===== src/hw/rtl/rak_pkg.sv =====
package rak_pkg;

    localparam int KIND_W    = 3;
    localparam int TIME_W    = 64;
    localparam int RTT_W     = 16;
    localparam int SEC_W     = 16;
    localparam int MISS_W    = 8;
    localparam int CFG_IDX_W = 8;
    localparam int CFG_DAT_W = 16;
    // interval * 1000 for a 16-bit interval stays below 2^26
    localparam int THR_W     = 26;

    localparam logic [SEC_W-1:0]  DEFAULT_MIN_SEC = SEC_W'(15);
    localparam logic [SEC_W-1:0]  DEFAULT_MAX_SEC = SEC_W'(120);
    localparam logic [RTT_W-1:0]  RTT_HIGH_MS     = RTT_W'(300);
    localparam logic [RTT_W-1:0]  RTT_LOW_MS      = RTT_W'(50);
    localparam logic [MISS_W-1:0] DEAD_MISSES     = MISS_W'(3);
    localparam logic [MISS_W-1:0] MISS_CAP        = MISS_W'(255);
    localparam logic [THR_W-1:0]  MS_PER_SEC      = THR_W'(1000);

    typedef enum logic [KIND_W-1:0] {
        K_QUERY = 3'd0,
        K_RTT   = 3'd1,
        K_SENT  = 3'd2,
        K_REPLY = 3'd3,
        K_CHECK = 3'd4
    } t_kind;

    typedef enum logic [CFG_IDX_W-1:0] {
        REG_MIN_INTERVAL = 8'd0,
        REG_MAX_INTERVAL = 8'd1
    } t_reg_idx;

    typedef enum logic [1:0] {
        CH_MIN = 2'd0,
        CH_MID = 2'd1,
        CH_MAX = 2'd2
    } t_choice;

    // the three candidate intervals and their thresholds in ms
    typedef struct packed {
        logic [SEC_W-1:0] min_sec;
        logic [SEC_W-1:0] mid_sec;
        logic [SEC_W-1:0] max_sec;
        logic [THR_W-1:0] min_thr;
        logic [THR_W-1:0] mid_thr;
        logic [THR_W-1:0] max_thr;
    } t_ivl_tbl;

endpackage


===== src/hw/rtl/rak_ifs.sv =====
interface rak_evt_if;
    logic                          valid;
    logic                          ready;
    logic [rak_pkg::KIND_W-1:0]    kind;
    logic [rak_pkg::TIME_W-1:0]    now_ms;
    logic [rak_pkg::RTT_W-1:0]     rtt_sample;

    modport source (output valid, kind, now_ms, rtt_sample, input ready);
    modport sink   (input valid, kind, now_ms, rtt_sample, output ready);
endinterface

interface rak_res_if;
    logic                          valid;
    logic                          ready;
    logic                          due;
    logic                          dead;
    logic                          check_fired;
    logic [rak_pkg::SEC_W-1:0]     interval_sec;

    modport source (output valid, due, dead, check_fired, interval_sec, input ready);
    modport sink   (input valid, due, dead, check_fired, interval_sec, output ready);
endinterface

interface rak_cfg_if;
    logic                            valid;
    logic                            ready;
    logic [rak_pkg::CFG_IDX_W-1:0]   index;
    logic [rak_pkg::CFG_DAT_W-1:0]   data;

    modport source (output valid, index, data, input ready);
    modport sink   (input valid, index, data, output ready);
endinterface


===== src/hw/rtl/rtt_adaptive_keepalive.sv =====
// Adaptive keepalive supervisor.
// i_evt carries one event request per item: kind (query, rtt sample, probe
// sent, reply received, liveness check), now_ms and rtt_sample. o_res returns
// exactly one result per request: due, dead, check_fired and interval_sec.
// i_cfg writes min_interval (index 0) and max_interval (index 1); it is
// always ready and should only be used while no request is in flight.
// A request passes through one input register and one result register.
// Throughput: one request per cycle while the receiver takes results; the
// smoothed RTT, miss count and send time are all updated as the result
// register loads, so back-to-back requests see each other's effects.
// The interval table (three candidate intervals and their ms thresholds)
// is recomputed from the write data in the cycle of a config write.
// Reset (synchronous, active low) clears both valids, the RTT average,
// miss count, dead flag and last send time, and sets both intervals to
// their defaults of 15 s and 120 s.
// When the receiver stalls, the result register holds; the input register
// still takes one more request, then i_evt.ready drops until the result
// is taken.
module rtt_adaptive_keepalive (
    input  logic      i_clk,
    input  logic      i_rst_n,
    rak_evt_if.sink   i_evt,
    rak_cfg_if.sink   i_cfg,
    rak_res_if.source o_res
);
    import rak_pkg::*;

    t_ivl_tbl tbl;

    // config registers and per-choice interval/threshold table
    rak_cfg u_cfg (
        .i_clk   (i_clk),
        .i_rst_n (i_rst_n),
        .i_cfg   (i_cfg),
        .o_tbl   (tbl)
    );

    // input register, supervisor state and result register
    rak_core u_core (
        .i_clk   (i_clk),
        .i_rst_n (i_rst_n),
        .i_tbl   (tbl),
        .i_evt   (i_evt),
        .o_res   (o_res)
    );
endmodule


===== src/hw/rtl/rak_cfg.sv =====
module rak_cfg (
    input  logic              i_clk,
    input  logic              i_rst_n,
    rak_cfg_if.sink           i_cfg,
    output rak_pkg::t_ivl_tbl o_tbl
);
    import rak_pkg::*;

    logic [SEC_W-1:0] r_min, n_min;
    logic [SEC_W-1:0] r_max, n_max;
    logic [SEC_W-1:0] eff_min, eff_max, mid;
    logic [SEC_W:0]   sum;
    logic             wr;
    t_ivl_tbl         r_tbl, n_tbl;

    assign i_cfg.ready = 1'b1;
    assign wr = i_cfg.valid;

    always_comb begin
        n_min = r_min;
        n_max = r_max;
        if (wr && i_cfg.index == REG_MIN_INTERVAL) begin
            n_min = i_cfg.data;
        end
        if (wr && i_cfg.index == REG_MAX_INTERVAL) begin
            n_max = i_cfg.data;
        end
    end

    // table follows the new register values, so it is current with them
    always_comb begin
        eff_min = (n_min == '0) ? DEFAULT_MIN_SEC : n_min;
        eff_max = (n_max == '0) ? DEFAULT_MAX_SEC : n_max;
        sum     = {1'b0, eff_min} + {1'b0, eff_max};
        mid     = sum[SEC_W:1];
        n_tbl.min_sec = eff_min;
        n_tbl.mid_sec = mid;
        n_tbl.max_sec = eff_max;
        n_tbl.min_thr = THR_W'(eff_min) * MS_PER_SEC;
        n_tbl.mid_thr = THR_W'(mid) * MS_PER_SEC;
        n_tbl.max_thr = THR_W'(eff_max) * MS_PER_SEC;
    end

    always_ff @(posedge i_clk) begin
        if (!i_rst_n) begin
            r_min         <= '0;
            r_max         <= '0;
            r_tbl.min_sec <= DEFAULT_MIN_SEC;
            r_tbl.mid_sec <= SEC_W'((32'(DEFAULT_MIN_SEC) + 32'(DEFAULT_MAX_SEC)) >> 1);
            r_tbl.max_sec <= DEFAULT_MAX_SEC;
            r_tbl.min_thr <= THR_W'(DEFAULT_MIN_SEC) * MS_PER_SEC;
            r_tbl.mid_thr <= THR_W'((32'(DEFAULT_MIN_SEC) + 32'(DEFAULT_MAX_SEC)) >> 1)
                             * MS_PER_SEC;
            r_tbl.max_thr <= THR_W'(DEFAULT_MAX_SEC) * MS_PER_SEC;
        end else begin
            r_min <= n_min;
            r_max <= n_max;
            r_tbl <= n_tbl;
        end
    end

    assign o_tbl = r_tbl;
endmodule


===== src/hw/rtl/rak_core.sv =====
module rak_core (
    input  logic              i_clk,
    input  logic              i_rst_n,
    input  rak_pkg::t_ivl_tbl i_tbl,
    rak_evt_if.sink           i_evt,
    rak_res_if.source         o_res
);
    import rak_pkg::*;

    // input register
    logic                r_in_vld;
    logic [KIND_W-1:0]   r_kind;
    logic [TIME_W-1:0]   r_now;
    logic [RTT_W-1:0]    r_sample;

    // supervisor state
    logic [RTT_W-1:0]    r_avg, n_avg;
    t_choice             r_choice, n_choice;
    logic [TIME_W-1:0]   r_last, n_last;
    logic [MISS_W-1:0]   r_miss, n_miss;
    logic                r_dead, n_dead;

    // result register
    logic                r_out_vld;
    logic                r_due, n_due;
    logic                r_dead_o;
    logic                r_fired, n_fired;
    logic [SEC_W-1:0]    r_ivl, n_ivl;

    logic                out_free, adv, take;
    logic [RTT_W+1:0]    avg_sum;
    logic [THR_W-1:0]    thr;
    logic [TIME_W-1:0]   diff;

    assign out_free    = !r_out_vld || o_res.ready;
    assign adv         = r_in_vld && out_free;
    assign i_evt.ready = !r_in_vld || out_free;
    assign take        = i_evt.valid && i_evt.ready;

    always_comb begin
        n_avg    = r_avg;
        n_choice = r_choice;
        n_last   = r_last;
        n_miss   = r_miss;
        n_dead   = r_dead;
        n_fired  = 1'b0;
        avg_sum  = {1'b0, r_avg, 1'b0} + {2'b00, r_avg} + {2'b00, r_sample};
        case (r_kind)
            K_RTT: begin
                n_avg = (r_avg == '0) ? r_sample : avg_sum[RTT_W+1:2];
                if (n_avg > RTT_HIGH_MS) begin
                    n_choice = CH_MAX;
                end else if (n_avg < RTT_LOW_MS) begin
                    n_choice = CH_MIN;
                end else begin
                    n_choice = CH_MID;
                end
            end
            K_SENT: begin
                n_last = r_now;
                if (r_miss != MISS_CAP) begin
                    n_miss = r_miss + MISS_W'(1);
                end
            end
            K_REPLY: begin
                n_miss = '0;
                n_dead = 1'b0;
            end
            K_CHECK: begin
                if (r_miss >= DEAD_MISSES) begin
                    n_dead  = 1'b1;
                    n_fired = 1'b1;
                end
            end
            default: begin
            end
        endcase

        case (n_choice)
            CH_MAX: begin
                n_ivl = i_tbl.max_sec;
                thr   = i_tbl.max_thr;
            end
            CH_MID: begin
                n_ivl = i_tbl.mid_sec;
                thr   = i_tbl.mid_thr;
            end
            default: begin
                n_ivl = i_tbl.min_sec;
                thr   = i_tbl.min_thr;
            end
        endcase

        // a send resets the elapsed time to zero, and the threshold is never zero
        diff  = r_now - r_last;
        n_due = !n_dead && (r_kind != K_SENT) && (diff >= TIME_W'(thr));
    end

    always_ff @(posedge i_clk) begin
        if (!i_rst_n) begin
            r_in_vld  <= 1'b0;
            r_out_vld <= 1'b0;
            r_avg     <= '0;
            r_choice  <= CH_MIN;
            r_last    <= '0;
            r_miss    <= '0;
            r_dead    <= 1'b0;
        end else begin
            if (i_evt.ready) begin
                r_in_vld <= i_evt.valid;
            end
            if (adv) begin
                r_out_vld <= 1'b1;
                r_avg     <= n_avg;
                r_choice  <= n_choice;
                r_last    <= n_last;
                r_miss    <= n_miss;
                r_dead    <= n_dead;
            end else if (o_res.ready) begin
                r_out_vld <= 1'b0;
            end
        end
    end

    always_ff @(posedge i_clk) begin
        if (take) begin
            r_kind   <= i_evt.kind;
            r_now    <= i_evt.now_ms;
            r_sample <= i_evt.rtt_sample;
        end
        if (adv) begin
            r_due    <= n_due;
            r_dead_o <= n_dead;
            r_fired  <= n_fired;
            r_ivl    <= n_ivl;
        end
    end

    assign o_res.valid        = r_out_vld;
    assign o_res.due          = r_due;
    assign o_res.dead         = r_dead_o;
    assign o_res.check_fired  = r_fired;
    assign o_res.interval_sec = r_ivl;
endmodule


===== src/flat_wrapper.sv =====
// flat-port wrapper written by rule: the top's interface ports become plain ports
module rtt_adaptive_keepalive_flat import rak_pkg::*;
  (i_clk, i_rst_n, i_evt_valid, i_evt_kind, i_evt_now_ms, i_evt_rtt_sample, i_evt_ready, i_cfg_valid, i_cfg_index, i_cfg_data, i_cfg_ready, o_res_valid, o_res_due, o_res_dead, o_res_check_fired, o_res_interval_sec, o_res_ready);
  rak_evt_if i_evt_i ();
  rak_cfg_if i_cfg_i ();
  rak_res_if o_res_i ();
  input  logic i_clk;
  input  logic i_rst_n;
  input wire logic [$bits(i_evt_i.valid)-1:0] i_evt_valid;
  input wire logic [$bits(i_evt_i.kind)-1:0] i_evt_kind;
  input wire logic [$bits(i_evt_i.now_ms)-1:0] i_evt_now_ms;
  input wire logic [$bits(i_evt_i.rtt_sample)-1:0] i_evt_rtt_sample;
  output wire logic [$bits(i_evt_i.ready)-1:0] i_evt_ready;
  input wire logic [$bits(i_cfg_i.valid)-1:0] i_cfg_valid;
  input wire logic [$bits(i_cfg_i.index)-1:0] i_cfg_index;
  input wire logic [$bits(i_cfg_i.data)-1:0] i_cfg_data;
  output wire logic [$bits(i_cfg_i.ready)-1:0] i_cfg_ready;
  output wire logic [$bits(o_res_i.valid)-1:0] o_res_valid;
  output wire logic [$bits(o_res_i.due)-1:0] o_res_due;
  output wire logic [$bits(o_res_i.dead)-1:0] o_res_dead;
  output wire logic [$bits(o_res_i.check_fired)-1:0] o_res_check_fired;
  output wire logic [$bits(o_res_i.interval_sec)-1:0] o_res_interval_sec;
  input wire logic [$bits(o_res_i.ready)-1:0] o_res_ready;
  assign i_evt_i.valid = i_evt_valid;
  assign i_evt_i.kind = i_evt_kind;
  assign i_evt_i.now_ms = i_evt_now_ms;
  assign i_evt_i.rtt_sample = i_evt_rtt_sample;
  assign i_evt_ready = i_evt_i.ready;
  assign i_cfg_i.valid = i_cfg_valid;
  assign i_cfg_i.index = i_cfg_index;
  assign i_cfg_i.data = i_cfg_data;
  assign i_cfg_ready = i_cfg_i.ready;
  assign o_res_valid = o_res_i.valid;
  assign o_res_due = o_res_i.due;
  assign o_res_dead = o_res_i.dead;
  assign o_res_check_fired = o_res_i.check_fired;
  assign o_res_interval_sec = o_res_i.interval_sec;
  assign o_res_i.ready = o_res_ready;
  rtt_adaptive_keepalive u_core (.i_clk(i_clk), .i_rst_n(i_rst_n), .i_evt(i_evt_i), .i_cfg(i_cfg_i), .o_res(o_res_i));
endmodule

===== config.mk =====
export PLATFORM = sky130hd
export DESIGN_NAME = rtt_adaptive_keepalive_flat
export DESIGN_NICKNAME = d
export VERILOG_FILES = /design/src/hw/rtl/rak_pkg.sv /design/src/hw/rtl/rak_ifs.sv /design/src/hw/rtl/rtt_adaptive_keepalive.sv /design/src/hw/rtl/rak_cfg.sv /design/src/hw/rtl/rak_core.sv /design/src/flat_wrapper.sv
export SDC_FILE = /design/constraint.sdc
export NUM_CORES = 1
export LEC_CHECK = 0
export BUFFER_PORTS_ARGS = -buffer_cell sky130_fd_sc_hd__buf_2
export CAP_MARGIN = 20
export CORE_ASPECT_RATIO = 1.75
export CORE_MARGIN = 2
export CORE_UTILIZATION = 45
export CTS_BUF_LIST = sky130_fd_sc_hd__clkbuf_2
export CTS_CLUSTER_DIAMETER = 40
export DETAILED_ROUTE_END_ITERATION = 12
export PLACE_DENSITY = 0.61
export SLEW_MARGIN = 20
export SYNTH_ARGS = -nofsm -noshare
export SYNTH_HDL_FRONTEND = slang
export SYNTH_SLANG_ARGS = --single-unit

===== constraint.sdc =====
create_clock -name i_clk -period 18.25 [get_ports i_clk]
set_input_delay 0 -clock i_clk [delete_from_list [all_inputs] [get_ports i_clk]]
set_output_delay 0 -clock i_clk [all_outputs]
set_load 0.005 [all_outputs]

==> flow_metrics.env <==
export IMPL_clockBufferDepth=3
export IMPL_layout_nets=3750
export IMPL_slowest_delay_ns=0.89
export IMPL_synth_main_ff_cell="dfxtp_1"
export IMPL_first_pass_iters=5
export IMPL_grt_pass1_vias=23490
export IMPL_synth_area_sq_um=25520
export IMPL_coreArea_sq_um=56120
export IMPL_grt_overflow=0
export IMPL_ys_warn_count=0
export IMPL_die_y_um=319.1
export IMPL_via_count=21910
export IMPL_path_clk_slew_ns=0.10
export IMPL_cts_tree="done"
export IMPL_cp_top_family="buffers and inverters"
export IMPL_endpoint_kind="register"
export IMPL_cp_start_kind="input port"
export IMPL_cap_violations=0
export IMPL_wl_met3_mm=2.682
export IMPL_drc=0
export IMPL_post_route_util_pct=54.64
export IMPL_crit_type="in -> reg"
export IMPL_fin_ws_ns=8.608
export IMPL_vdd_drop_max_mv=0.04650
export IMPL_synth_area_leaders="dfxtp_1 (19%), ha_1 (14%), fa_1 (13%)"
export IMPL_synthCells=2752
export IMPL_crit_buf_inv=8
export IMPL_rsz0062_at_grt="false"
export IMPL_grt_use_total_pct=26.70
export IMPL_synth_top_cell_by_area="dfxtp_1"
export IMPL_drive_above_1_share_pct=10.91
export IMPL_synth_nets=3314
export IMPL_crit_top_cell="ha_1"
export IMPL_ant_nets=0
export IMPL_htree_levels=3
export IMPL_slew_viol_final=0
export IMPL_p_per_area_nw_per_um2=64.05
export IMPL_status="completed"
export IMPL_pre_cts_ws_ns=9.721
export IMPL_die_area_sq_um=58710
export IMPL_skew_ns=0.1128
export IMPL_synth_top_area_share_pct=18.51
export IMPL_wire_per_inst_um=19.43
export IMPL_ys_seq_area_share_pct=30.51
export IMPL_fin_crit_sh_pct=52.83
export IMPL_synth_area_per_cell_sq_um=9.274
export IMPL_grt_max_degree=75
export IMPL_synth_cell_types=98
export IMPL_drt_wl_total_mm=77.07
export IMPL_fmax_ghz=0.1037
export IMPL_numPortBuffers=132
export IMPL_yosys_top_cells_count="nand2_1 (307), ha_1 (278), a21oi_1 (237)"
export IMPL_postPlaceCellArea_sq_um=26870
export IMPL_clkLatencyLatePin_ns=1.18
export IMPL_cp_required_ns=19.23
export IMPL_final_hold_viol_count=0
export IMPL_wl_met1_mm=27.26
export IMPL_cts_root_buffer="clkbuf_2"
export IMPL_setup_viol=0
export IMPL_synth_edf_count=102
export IMPL_hold_class="in -> reg"
export IMPL_area_growth_pct=20.13
export IMPL_critPathArrivalTime_ns=10.62
export IMPL_cts_buffers=86
export IMPL_top_layer="met4"
export IMPL_synth_most_common_cell="nand2_1"
export IMPL_io_pins=134
export IMPL_p_total_uw=1964
export IMPL_antenna_found_initial=2
export IMPL_num_rows=115
export IMPL_fill_cells=5075
export IMPL_cts_sinks=338
export IMPL_fin_setup_tns_ns=0
export IMPL_ys_seq_elements=338
export IMPL_period_minus_slack_ns=9.642
export IMPL_path_max_fanout=11
export IMPL_tightest_slew_ns=1.016
export IMPL_fin_area_sq_um=30660
export IMPL_grt_pass1_wl_mm=122.0
export IMPL_gp_congestion=0.9675
export IMPL_synthArstFlopShare_pct=0
export IMPL_dpl_hpwl_mm=56.40
export IMPL_cpMaxStageDelayCell="dlygate4sd3_1"
export IMPL_viasPerCell=5.523
export IMPL_route_met2_wl_mm=41.61
export IMPL_initial_core_util_pct=45.48
export IMPL_leakagePower_uw=0.01360
export IMPL_die_w_um=184.0
export IMPL_initialDrtViolationCount=901
export IMPL_maxSlewHeadroom_pct=32.24
cells in the final DEF, fill, tap and decap left out, types with 10 or more instances in the layout:
| master | netlist | routed |
|---|---|---|
| fa_1 | 172 | 172 |
| nand2b_1 | 30 | 30 |
| a22oi_1 | 39 | 39 |
| o21a_1 | 21 | 21 |
| and2_1 | 63 | 62 |
| ha_1 | 278 | 277 |
| a31oi_1 | 13 | 13 |
| nand2_1 | 307 | 307 |
| clkinv_2 | 1 | 10 |
| nor2_1 | 206 | 206 |
| a211oi_1 | 27 | 27 |
| dfxtp_1 | 236 | 236 |
| xor2_1 | 51 | 51 |
| nor3_1 | 45 | 44 |
| a21oi_1 | 237 | 237 |
| edfxtp_1 | 102 | 102 |
| nand4_1 | 32 | 32 |
| o21ai_1 | 10 | 10 |
| and3_1 | 20 | 20 |
| inv_1 | 230 | 230 |
| or3_1 | 28 | 27 |
| clkbuf_2 | 0 | 120 |
| o21ai_0 | 96 | 96 |
| clkinv_1 | 1 | 23 |
| dlygate4sd3_1 | 0 | 290 |
| o2111ai_1 | 10 | 10 |
| mux2i_1 | 28 | 28 |
| o21bai_1 | 18 | 18 |
| a21o_1 | 49 | 49 |
| nor2b_1 | 17 | 17 |
| nor4_1 | 25 | 25 |
| buf_4 | 1 | 25 |
| nand3_1 | 37 | 37 |
| o211ai_1 | 14 | 14 |
| xnor2_1 | 66 | 66 |
| buf_2 | 1 | 132 |
through the flow:
stage	hold slack [ns]	cells
final	0.1164	3967
after global routing	0.07453	3967
after CTS	0.003860	3964
after detailed placement	0.1781	3512
after global placement	0.1774	3512
after floorplan	0.09887	2752
sequential cells by signal (all words and copies together), names as in the netlist, 16 cells and up:
register,cells
u_core.u_core.r_sample,16
u_core.u_cfg.o_tbl,111
u_core.u_core.r_avg,16
u_core.u_cfg.r_max,16
u_core.u_cfg.r_min,16
u_core.u_core.r_now,64
u_core.u_core.o_res.interval_sec,16
u_core.u_core.r_last,64
worst register-to-register path: cells and delay by family, from the launching register on:
kind | cells | cell delay (ns)
buffers and inverters | 5 | 1.62
DFF | 1 | 0.34
muxes | 1 | 0.37
and+or+nand+nor | 9 | 1.29
xor gates and xnor gates | 2 | 0.82
AOI/OAI and AO/OA | 8 | 1.96
adders and majority gates | 6 | 2.32
power breakdown:
group | switching (uW) | leakage [uW] | internal (uW)
clock network | 354 | 0.000630 | 229
registers | 19.6 | 0.00290 | 811
logic | 310 | 0.0101 | 240
worst paths after layout:
kind | slack, ns | end | startpoint | depth (start not counted)
max | 8.61 | u_core.u_cfg.o_tbl[51]$_SDFF_PN0_ | i_cfg_index[4] | 35
min | 0.12 | u_core.u_cfg.o_tbl[93]$_SDFF_PN0_ | i_cfg_data[15] | 4
max reg2reg | 9.45 | u_core.u_cfg.o_tbl[51]$_SDFF_PN0_ | u_core.u_cfg.r_max[7]$_SDFF_PN0_ | 31
min reg2reg | 0.46 | u_core.u_core.r_last[60]$_SDFFE_PN0P_ | u_core.u_core.r_last[60]$_SDFFE_PN0P_ | 2
final cells by class:
type                    instances  area [sq um]  area share [%]
flip-flops and latches        338          7787           25.40
multi-input cells            2081         16470           53.73
inverters                     234         884.6           2.885
clock buffers                 120         600.6           1.959
diodes                          3         7.507         0.02448
clock inverters                42         279.0          0.9100
repair buffers                447          3751           12.23
well taps                     702         878.3           2.865
kinds of logic after synthesis:
| group | count (synthesis) | synth area share (%) |
|---|---|---|
| and+or+nand+nor | 858 | 16.08 |
| AOI/OAI and AO/OA | 615 | 15.52 |
| adders and majority gates | 451 | 27.16 |
| DFF | 338 | 30.51 |
| buffers and inverters | 333 | 4.990 |
| xor gates and xnor gates | 121 | 4.314 |
| muxes | 35 | 1.407 |
| other | 1 | 0.01469 |
metal layers:
layer | vias to the layer above | global-route usage [%]
li1 | 10510 | -
met1 | 10600 | 26.01
met2 | 551 | 50.99
met3 | 251 | 3.768
met4 | 0 | 18.17
met5 | - | 0
repair_timing:
action | in CTS | in global routing
endpoints found under the hold margin | 319 | 0
resized for setup | 0 | 0
endpoints found under the setup margin | 0 | 0
buffers inserted | 0 | 0
hold buffers | 290 | 0
No activity file was read; power rests on OpenSTA's default activity.
